--- config.mk ---
export PLATFORM = sky130hd
export DESIGN_NAME = group_avg_threshold_sum
export DESIGN_NICKNAME = d
export VERILOG_FILES = /design/src/gats_pkg.sv /design/src/group_avg_threshold_sum.sv /design/src/gats_ctrl.sv /design/src/gats_dp.sv
export SDC_FILE = /design/constraint.sdc
export NUM_CORES = 2
export LEC_CHECK = 0
export BUFFER_PORTS_ARGS = -buffer_cell sky130_fd_sc_hd__clkbuf_2
export CORE_ASPECT_RATIO = 0.8
export CORE_MARGIN = 1.5
export CORE_UTILIZATION = 56
export CTS_BUF_LIST = sky130_fd_sc_hd__clkbuf_16
export DETAILED_ROUTE_END_ITERATION = 10
export MAX_ROUTING_LAYER = met4
export PLACE_DENSITY = 0.72
export SLEW_MARGIN = 20
export SYNTH_ARGS = -nofsm -noshare
export SYNTH_HDL_FRONTEND = slang
export SYNTH_SLANG_ARGS = --single-unit
--- constraint.sdc ---
create_clock -name clk -period 6.6 [get_ports clk]
set_input_delay 0.33 -clock clk [delete_from_list [all_inputs] [get_ports clk]]
set_output_delay 0.33 -clock clk [all_outputs]
set_load 0.02 [all_outputs]
--- src/gats_pkg.sv ---
// gats_pkg: shared types and constants for group_avg_threshold_sum
// request and result structs, controller states, command and status bundles
// no dependencies
`default_nettype none

package gats_pkg;

  // default buffer depth in line items
  localparam int MAX_GROUP_DEF = 64;

  // field widths
  localparam int QTY_W    = 6;
  localparam int PRICE_W  = 24;
  localparam int CODE_W   = 8;
  localparam int GSUM_W   = 30;
  localparam int GITEMS_W = 7;
  localparam int TOTAL_W  = 48;
  localparam int AVG_W    = 46;

  // divide-by-7 unit: long division of total+3, one 16-bit quotient digit per step
  localparam int DIV_W       = 64;
  localparam int DIV_DIGIT_W = 16;
  localparam int DIV_STEPS   = DIV_W / DIV_DIGIT_W;
  localparam int DIV_CNT_W   = $clog2(DIV_STEPS);
  localparam int DIVISOR     = 7;
  localparam int ROUND_ADD   = 3;
  // floor(v / 7) = (v * DIV_MAGIC) >> DIV_SHIFT, exact for v below 2^21
  localparam int DIV_MAGIC   = 1198373;  // (2^23 + 3) / 7
  localparam int DIV_SHIFT   = 23;

  // configuration register index
  localparam int CFG_IDX_W = 1;
  typedef logic [CFG_IDX_W-1:0] cfg_idx_t;
  localparam cfg_idx_t REG_BRAND     = cfg_idx_t'(0);
  localparam cfg_idx_t REG_CONTAINER = cfg_idx_t'(1);

  typedef struct packed {
    logic [QTY_W-1:0]   quantity;
    logic [PRICE_W-1:0] price_cents;
    logic [CODE_W-1:0]  part_brand;
    logic [CODE_W-1:0]  part_container;
    logic               last_of_group;
    logic               last_of_query;
  } req_t;

  typedef struct packed {
    logic [GSUM_W-1:0]   group_sum_cents;
    logic [GITEMS_W-1:0] group_items;
    logic                group_matched;
    logic                group_overflow;
    logic [TOTAL_W-1:0]  total_cents;
    logic [AVG_W-1:0]    yearly_avg_cents;
    logic                final_res;
  } res_t;

  typedef enum logic [2:0] {
    ST_IDLE,
    ST_SCAN,
    ST_FLUSH,
    ST_TOTAL,
    ST_DIV_LOAD,
    ST_DIV,
    ST_EMIT
  } state_t;

  // controller to datapath
  typedef struct packed {
    logic load;       // take the request into the group buffer
    logic scan_rd;    // read the next buffered item
    logic total_upd;  // fold the group sum into the running total
    logic div_load;   // start the divide by 7
    logic div_step;   // one divide step
    logic emit;       // register the result and strobe it
  } cmd_t;

  // datapath to controller
  typedef struct packed {
    logic closing;    // request closes its group
    logic skip;       // group overflowed, no scan
    logic scan_last;  // last buffered item is being read
    logic pipe_busy;  // scan pipeline still holds items
    logic final_q;    // group being closed also ends the query
    logic div_last;   // final divide step
  } stat_t;

endpackage

`default_nettype wire

--- src/group_avg_threshold_sum.sv ---
// group_avg_threshold_sum: top level, small-quantity revenue per part group
// joins gats_ctrl (sequencer) and gats_dp (buffer, scan, total, divider)
// depends on gats_pkg
//
// usage
//   request channel: a line item request is taken at a rising edge with start high
//   and busy low. items of one part come in a row; last_of_group closes the group,
//   last_of_query closes the group and the query.
//   result channel: done is high for exactly one cycle with result valid; the
//   receiver cannot stall it, so it must take the result in that cycle.
//   config: cfg_we writes cfg_data into the register at cfg_index (0 brand, 1
//   container) at the rising edge; write only while the block is idle.
// sequencing
//   an item that does not close a group is taken while idle and leaves busy low.
//   a closing item keeps busy high while the block reads each buffered item once
//   through the single read port, drains the read / compare / add pipeline,
//   updates the total and registers the result. done shows in the first cycle
//   with busy low, in which a new request may already be taken.
//   an overflowed group skips the scan and goes straight to the total. a query
//   end adds a divider load and four 16-bit quotient digits of (total + 3) / 7.
// reset
//   rst (synchronous) clears the group, the running total and both codes;
//   the buffer memory itself is not cleared and needs no clearing pass.
`default_nettype none

module group_avg_threshold_sum #(
  parameter int MAX_GROUP = gats_pkg::MAX_GROUP_DEF
) (
  input  wire logic                        clk,
  input  wire logic                        rst,
  input  wire logic                        start,
  output logic                             busy,
  input  wire gats_pkg::req_t              req,
  input  wire logic                        cfg_we,
  input  wire gats_pkg::cfg_idx_t          cfg_index,
  input  wire logic [gats_pkg::CODE_W-1:0] cfg_data,
  output logic                             done,
  output gats_pkg::res_t                   result
);

  // command and status between sequencer and datapath
  gats_pkg::cmd_t  cmd;
  gats_pkg::stat_t stat;

  gats_ctrl u_ctrl (
    .clk   (clk),
    .rst   (rst),
    .start (start),
    .stat  (stat),
    .cmd   (cmd),
    .busy  (busy)
  );

  gats_dp #(
    .MAX_GROUP (MAX_GROUP)
  ) u_dp (
    .clk       (clk),
    .rst       (rst),
    .req       (req),
    .cfg_we    (cfg_we),
    .cfg_index (cfg_index),
    .cfg_data  (cfg_data),
    .cmd       (cmd),
    .stat      (stat),
    .done      (done),
    .result    (result)
  );

`ifndef SYNTHESIS
  // a result only comes out once the sequencer is back to idle
  a_done_idle: assert property (@(posedge clk) disable iff (rst) done |-> !busy)
    else $error("result strobe while busy");

  // the block only goes busy after taking a request
  a_busy_cause: assert property (@(posedge clk) disable iff (rst)
    $rose(busy) |-> $past(start))
    else $error("busy without a request");

  // a skipped group reports no sum
  a_ovf_zero: assert property (@(posedge clk) disable iff (rst)
    done && result.group_overflow |-> result.group_sum_cents == '0)
    else $error("overflowed group with nonzero sum");

  // the average is only given at the end of the query
  a_avg_final: assert property (@(posedge clk) disable iff (rst)
    done && !result.final_res |-> result.yearly_avg_cents == '0)
    else $error("average outside query end");
`endif

endmodule

`default_nettype wire

--- src/gats_ctrl.sv ---
// gats_ctrl: sequencing state machine for group_avg_threshold_sum
// depends on gats_pkg for states, command and status structs
`default_nettype none

module gats_ctrl (
  input  wire logic            clk,
  input  wire logic            rst,
  input  wire logic            start,
  input  wire gats_pkg::stat_t stat,
  output gats_pkg::cmd_t       cmd,
  output logic                 busy
);

  gats_pkg::state_t state, state_next;

  always_ff @(posedge clk) begin
    if (rst) begin
      state <= gats_pkg::ST_IDLE;
    end else begin
      state <= state_next;
    end
  end

  always_comb begin
    state_next = state;
    cmd        = '0;
    busy       = 1'b1;
    unique case (state)
      gats_pkg::ST_IDLE: begin
        busy = 1'b0;
        if (start) begin
          cmd.load = 1'b1;
          if (stat.closing) begin
            state_next = stat.skip ? gats_pkg::ST_TOTAL : gats_pkg::ST_SCAN;
          end
        end
      end
      gats_pkg::ST_SCAN: begin
        cmd.scan_rd = 1'b1;
        if (stat.scan_last) begin
          state_next = gats_pkg::ST_FLUSH;
        end
      end
      gats_pkg::ST_FLUSH: begin
        if (!stat.pipe_busy) begin
          state_next = gats_pkg::ST_TOTAL;
        end
      end
      gats_pkg::ST_TOTAL: begin
        cmd.total_upd = 1'b1;
        state_next = stat.final_q ? gats_pkg::ST_DIV_LOAD : gats_pkg::ST_EMIT;
      end
      gats_pkg::ST_DIV_LOAD: begin
        cmd.div_load = 1'b1;
        state_next = gats_pkg::ST_DIV;
      end
      gats_pkg::ST_DIV: begin
        cmd.div_step = 1'b1;
        if (stat.div_last) begin
          state_next = gats_pkg::ST_EMIT;
        end
      end
      gats_pkg::ST_EMIT: begin
        cmd.emit = 1'b1;
        state_next = gats_pkg::ST_IDLE;
      end
      default: begin
        state_next = gats_pkg::ST_IDLE;
      end
    endcase
  end

endmodule

`default_nettype wire

--- src/gats_dp.sv ---
// gats_dp: datapath for group_avg_threshold_sum
// group buffer memory, threshold scan pipeline, running total, divide-by-7 unit
// depends on gats_pkg
`default_nettype none

module gats_dp #(
  parameter int MAX_GROUP = gats_pkg::MAX_GROUP_DEF
) (
  input  wire logic                           clk,
  input  wire logic                           rst,
  input  wire gats_pkg::req_t                 req,
  input  wire logic                           cfg_we,
  input  wire gats_pkg::cfg_idx_t             cfg_index,
  input  wire logic [gats_pkg::CODE_W-1:0]    cfg_data,
  input  wire gats_pkg::cmd_t                 cmd,
  output gats_pkg::stat_t                     stat,
  output logic                                done,
  output gats_pkg::res_t                      result
);

  localparam int CNT_W  = $clog2(MAX_GROUP + 1);
  localparam int ADDR_W = $clog2(MAX_GROUP);
  localparam int QSUM_W = CNT_W + gats_pkg::QTY_W;
  localparam int Q5_W   = gats_pkg::QTY_W + 3;
  localparam int PROD_W = Q5_W + CNT_W;
  localparam int MEM_W  = gats_pkg::QTY_W + gats_pkg::PRICE_W;
  localparam int GSUM_W = gats_pkg::GSUM_W;
  localparam int TOT_W  = gats_pkg::TOTAL_W;
  localparam int DIV_W  = gats_pkg::DIV_W;
  localparam int GI_W   = gats_pkg::GITEMS_W;
  localparam int DIG_W  = gats_pkg::DIV_DIGIT_W;
  localparam int DV_W   = DIG_W + 3;
  localparam int DMP_W  = DV_W + $clog2(gats_pkg::DIV_MAGIC + 1);

  // configuration
  logic [gats_pkg::CODE_W-1:0] sel_brand;
  logic [gats_pkg::CODE_W-1:0] sel_container;

  always_ff @(posedge clk) begin
    if (rst) begin
      sel_brand     <= '0;
      sel_container <= '0;
    end else if (cfg_we) begin
      if (cfg_index == gats_pkg::REG_BRAND) begin
        sel_brand <= cfg_data;
      end
      if (cfg_index == gats_pkg::REG_CONTAINER) begin
        sel_container <= cfg_data;
      end
    end
  end

  // group state
  logic [CNT_W-1:0]  item_count;
  logic [QSUM_W-1:0] qty_sum;
  logic              overflowed;
  logic              matched;
  logic              final_q;
  logic              full;

  assign full = (item_count == CNT_W'(MAX_GROUP));

  // group buffer
  logic [MEM_W-1:0]  mem [MAX_GROUP];
  logic [ADDR_W-1:0] rd_idx;
  logic [MEM_W-1:0]  rd_data;
  logic              v1, v2;

  always_ff @(posedge clk) begin
    if (cmd.load && !full) begin
      mem[item_count[ADDR_W-1:0]] <= {req.quantity, req.price_cents};
    end
    if (cmd.scan_rd) begin
      rd_data <= mem[rd_idx];
    end
  end

  always_ff @(posedge clk) begin
    if (rst) begin
      item_count <= '0;
      qty_sum    <= '0;
      overflowed <= 1'b0;
    end else if (cmd.load) begin
      if (full) begin
        overflowed <= 1'b1;
      end else begin
        item_count <= item_count + CNT_W'(1);
        qty_sum    <= qty_sum + QSUM_W'(req.quantity);
      end
    end else if (cmd.emit) begin
      item_count <= '0;
      qty_sum    <= '0;
      overflowed <= 1'b0;
    end
  end

  always_ff @(posedge clk) begin
    if (cmd.load) begin
      matched <= (req.part_brand == sel_brand) && (req.part_container == sel_container);
      final_q <= req.last_of_query;
    end
  end

  always_ff @(posedge clk) begin
    if (rst) begin
      rd_idx <= '0;
    end else if (cmd.load) begin
      rd_idx <= '0;
    end else if (cmd.scan_rd) begin
      rd_idx <= rd_idx + ADDR_W'(1);
    end
  end

  // scan pipeline: read, threshold test, accumulate
  logic [gats_pkg::QTY_W-1:0]   rd_qty;
  logic [gats_pkg::PRICE_W-1:0] rd_price;
  logic [Q5_W-1:0]              qty5;
  logic [PROD_W-1:0]            prod;
  logic                         hit;
  logic [gats_pkg::PRICE_W-1:0] hit_price;
  logic [GSUM_W-1:0]            acc;
  logic [GSUM_W:0]              acc_sum;

  assign rd_qty   = rd_data[MEM_W-1 -: gats_pkg::QTY_W];
  assign rd_price = rd_data[gats_pkg::PRICE_W-1:0];
  assign qty5     = {1'b0, rd_qty, 2'b00} + Q5_W'(rd_qty);
  assign prod     = PROD_W'(qty5) * PROD_W'(item_count);
  assign acc_sum  = {1'b0, acc} + (GSUM_W + 1)'(hit_price);

  always_ff @(posedge clk) begin
    if (rst) begin
      v1 <= 1'b0;
      v2 <= 1'b0;
    end else begin
      v1 <= cmd.scan_rd;
      v2 <= v1;
    end
  end

  always_ff @(posedge clk) begin
    if (v1) begin
      hit       <= prod < PROD_W'(qty_sum);
      hit_price <= rd_price;
    end
    if (cmd.load) begin
      acc <= '0;
    end else if (v2 && hit) begin
      // saturates at the top of the group sum range
      acc <= acc_sum[GSUM_W] ? '1 : acc_sum[GSUM_W-1:0];
    end
  end

  // running total
  logic [TOT_W-1:0] total;
  logic [TOT_W:0]   total_sum;

  assign total_sum = {1'b0, total} + (TOT_W + 1)'(acc);

  always_ff @(posedge clk) begin
    if (rst) begin
      total <= '0;
    end else if (cmd.total_upd && matched && !overflowed) begin
      total <= total_sum[TOT_W] ? '1 : total_sum[TOT_W-1:0];
    end else if (cmd.emit && final_q) begin
      total <= '0;
    end
  end

  // long division by 7, one 16-bit quotient digit per step; dq ends as the quotient
  // each digit comes from a reciprocal multiply of remainder and next dividend digit
  logic [DIV_W-1:0]               dq;
  logic [2:0]                     rem;
  logic [DV_W-1:0]                div_v;
  logic [DMP_W-1:0]               div_prod;
  logic [DIG_W-1:0]               div_qd;
  logic [gats_pkg::DIV_CNT_W-1:0] div_cnt;

  assign div_v    = {rem, dq[DIV_W-1 -: DIG_W]};
  assign div_prod = DMP_W'(div_v) * DMP_W'(gats_pkg::DIV_MAGIC);
  assign div_qd   = div_prod[gats_pkg::DIV_SHIFT +: DIG_W];

  always_ff @(posedge clk) begin
    if (cmd.div_load) begin
      dq      <= DIV_W'(total) + DIV_W'(gats_pkg::ROUND_ADD);
      rem     <= '0;
      div_cnt <= '0;
    end else if (cmd.div_step) begin
      dq      <= {dq[DIV_W-DIG_W-1:0], div_qd};
      rem     <= 3'(div_v - DV_W'(div_qd) * DV_W'(gats_pkg::DIVISOR));
      div_cnt <= div_cnt + gats_pkg::DIV_CNT_W'(1);
    end
  end

  // status
  always_comb begin
    stat.closing   = req.last_of_group || req.last_of_query;
    stat.skip      = overflowed || full;
    stat.scan_last = (CNT_W'(rd_idx) + CNT_W'(1)) == item_count;
    stat.pipe_busy = v1 || v2;
    stat.final_q   = final_q;
    stat.div_last  = div_cnt == gats_pkg::DIV_CNT_W'(gats_pkg::DIV_STEPS - 1);
  end

  // result register
  always_ff @(posedge clk) begin
    if (rst) begin
      done <= 1'b0;
    end else begin
      done <= cmd.emit;
    end
  end

  always_ff @(posedge clk) begin
    if (cmd.emit) begin
      result.group_sum_cents  <= overflowed ? '0 : acc;
      result.group_items      <= GI_W'(item_count);
      result.group_matched    <= matched;
      result.group_overflow   <= overflowed;
      result.total_cents      <= total;
      result.yearly_avg_cents <= final_q ? dq[gats_pkg::AVG_W-1:0] : '0;
      result.final_res        <= final_q;
    end
  end

endmodule

`default_nettype wire
==> results by group <==
Run status
  • Outcome: finished clean

Floorplan
  • Die H: 375 um
  • DIE WIDTH: 468 um
  • Die Area: 0.176 mm^2
  • Rows: between 100 and 150
  • Initial Util: 56.4%
  • I/O Pins: 197
  • Core ar.: 0.172 mm^2

CTS
  • CTS buffer count: 207
  • Worst skew pair latency: 0.85 ns
  • CTS tree: built
  • CTS sink cnt: ~2300
  • Worst-path clk slew: 0.07 ns
  • Root buf cell: clkbuf_16
  • H-tree levels: 4
  • Maximum buffer depth of the clock tree: 3

Synth
  • Net Count, Synth: between 5000 and 6000
  • Asr flop ratio synth: 0%
  • Synth area leaders: edfxtp_1 (67%), mux4_2 (15%), ha_1 (3.1%), dfxtp_1 (2.7%), fa_1 (2.2%)
  • Number of synthesized flops with an enable pin: 2175
  • Synth Flop Type: edfxtp_1
  • Mapped Area: 0.0971 mm^2
  • Top-area cell type share of the netlist area: 67.3%
  • Ys Warns: 0
  • Post-Syn Instances: 5113
  • Register area share after synthesis: 70.0%
  • Yosys top cell by area: edfxtp_1
  • Synth unique cells: 73
  • Syn avg cell area: 19.0 um^2
  • Seq cells post-synth: 2307

Placed design
  • Hpwl dp: 142000 um
  • I/O Buffers: 196
  • Gpl congestion: between 0.9 and 1

Drt
  • Total vias in the final route: 50200
  • Met3 Routed Length: 24200 um
  • Top Layer Used: met4
  • Metal2 WL: 110000 um
  • Drt pass-1 iters: 5
  • DR iter-0 viols: 6193
  • Drt wl/cell: around 30 um
  • DRC: 0
  • ANT nets after route: 0
  • Routed WL: 235000 um
  • Vias per cell: 6.34
  • M1 wire length: 95600 um

Power
  • Flop pwr share: 49.1%
  • Sw Pwr: about 8.3 mW
  • Switch share: 25.0%
  • Clk pwr share: 35.3%
  • PD cells: ~310 mW/mm^2
  • Int Pwr: between 20 and 25 mW
  • IR Drop Worst-Case VDD: 0.411 mV
  • Leak pwr: 36.1 nW
  • Combinational share of power: 15.6%

STA
  • RSZ-0062 raised after global routing: false
  • Setup TNS: 0 ns
  • Setup Skew: 0.0554 ns
  • Worst slew margin: 22.4%
  • Fin crit share: between 90% and 100%
  • Tmin final: just over 6 ns
  • Hold WS: 0.00371 ns
  • FMAX: 161 MHz
  • Hold Fails Final Rpt: 0
  • Worst-Margin Slew: 1.16 ns
  • Slew Limit Fails: 0
  • Final setup vio count: 0

Setup path
  • Critical path class: reg2reg
  • Worst Path Max Fanout: 7
  • Crit path capture type: register
  • Critical Path RT: 7.17 ns
  • WP data arrival: between 6 and 7 ns
  • Worst setup SP type: register

GRT
  • Largest net degree at the start of global routing: 130
  • Global-route wire length before repair: roughly 340000 um
  • Initial antenna violation count: 14
  • Vias in the first global route: a little under 50000
  • Final global-route overflow total: 0
  • Gr usage total: 27.9%

Layout
  • Ratio of cells with drive above 1 in the final layout: 24.1%
  • P&R area growth vs syn: 12.1%
  • Commonest non-fill, non-tap cell in the layout: edfxtp_1
  • Sequential cell area: between 0.06 and 0.07 mm^2
  • Most frequent cells in the layout: edfxtp_1 (2175), mux4_2 (630), inv_1 (256)
  • Fillers: between 10000 and 15000
  • Area of the multi-input gates: 0.0280 mm^2
  • Fin nets: slightly below 6000

Worst hold path
  • Hold Path Class: in2reg

Job
  • Number of max-cap violations: 0
==> routing by layer <==
metal	vias to the layer above	global-route usage, %
li1	21200	-
met1	26200	39.3
met2	2520	41.6
met3	312	7.12
met4	0	5.97
met5	-	-
==> kinds of logic after synthesis <==
group	share of synthesized area, %
compound gates	2.99
xor+xnor	1.57
fa+ha+maj	5.25
buf+inv	1.64
flops	70.0
mux	14.8
simple gates	3.75
==> layout make-up <==
type                    count  share of cell area (%)
well taps                2277                    2.62
clock inverters           178                    1.28
flip-flops and latches   2307                    62.5
inverters                 200                   0.695
multi-input cells        2381                    25.8
repair buffers            360                    2.35
diodes                      5                  0.0115
clock buffers             209                    4.81
==> worst max-delay path, cell delays in order, from the launching register on <==
cell and delay [ns]:
edfxtp_1 0.41, ha_1 0.25, fa_1 0.40, a21o_1 0.19, a21oi_1 0.26, xnor2_1 0.30
and2_1 0.23, fa_1 0.45, fa_1 0.48, fa_1 0.55, inv_1 0.06, fa_1 0.53
inv_1 0.04, ha_1 0.35, a21o_1 0.18, a31o_2 0.22, a21oi_1 0.18, xnor2_1 0.09
ha_1 0.29, nand3_1 0.06, o21ai_0 0.16, o211ai_1 0.11, and3_1 0.17
==> cell usage after synthesis (67+ instances only) <==
cell type / n
nand3_1: 69
mux4_2: 630
nor2_1: 165
o21ai_0: 149
a21oi_1: 137
edfxtp_1: 2175
ha_1: 239
nand2_1: 221
dfxtp_1: 132
inv_1: 200
fa_1: 105
clkbuf_1: 170
and2_1: 108
xnor2_1: 107
xor2_1: 67
==> power groups by stage <==
stage | Clock (mW) | Sequential [mW] | Combinational, mW
5_1_grt | 12.5 | 16.4 | 5.79
2_1_floorplan | 0 | 16.6 | 3.76
3_3_place_gp | 0 | 16.7 | 5.08
4_1_cts | 11.9 | 16.4 | 5.18
6_report | 11.8 | 16.4 | 5.20
3_5_place_dp | 0 | 16.7 | 5.13
==> stage by stage <==
step / worst slack, ns / cell area, um^2 / cells / utilization (%) / total power [mW]
after floorplan: 0.721 / 97100 / 5113 / - / 20.4
after global placement: 0.468 / 102000 / 7492 / 59.1 / 21.8
after detailed placement: 0.197 / 102000 / 7499 / 59.2 / 21.8
after CTS: 0.108 / 109000 / 7906 / 63.1 / 33.5
after global routing: 0.0193 / 109000 / 7914 / 63.2 / 34.6
final: 0.392 / 109000 / 7917 / 63.2 / 33.3
==> sequential cells by signal, indices dropped and copies added, names as in the netlist, 13 cells and up <==
name / count
u_dp.acc: 30
u_dp.dq: 64
u_dp.hit_price: 24
u_dp.mem: 1920
u_dp.qty_sum: 13
u_dp.rd_data: 30
u_dp.result: 134
u_dp.total: 48
==> repair_timing <==
action | 4_1_cts | 5_1_grt
gates resized for setup | 0 | 4
buffers inserted | 0 | 3
setup endpoints to repair | 0 | 1
hold buffers | 20 | 0
hold endpoints to repair | 18 | 0
==> path summary, 6_finish.rpt <==
check | startpoint | endpoint | slack (ns) | depth (start not counted)
setup / recovery | u_dp.rd_data[24]$_DFFE_PP_ | u_dp.hit$_DFFE_PP_ | 0.39 | 22
hold / removal | req[22] | u_dp.mem[31][4]$_DFFE_PP_ | 0.004 | 1
setup reg to reg | u_dp.rd_data[24]$_DFFE_PP_ | u_dp.hit$_DFFE_PP_ | 0.39 | 22
hold reg to reg | u_dp.rd_data[19]$_DFFE_PP_ | u_dp.hit_price[19]$_DFFE_PP_ | 0.42 | 0
Power figures use the tool's default switching activity.
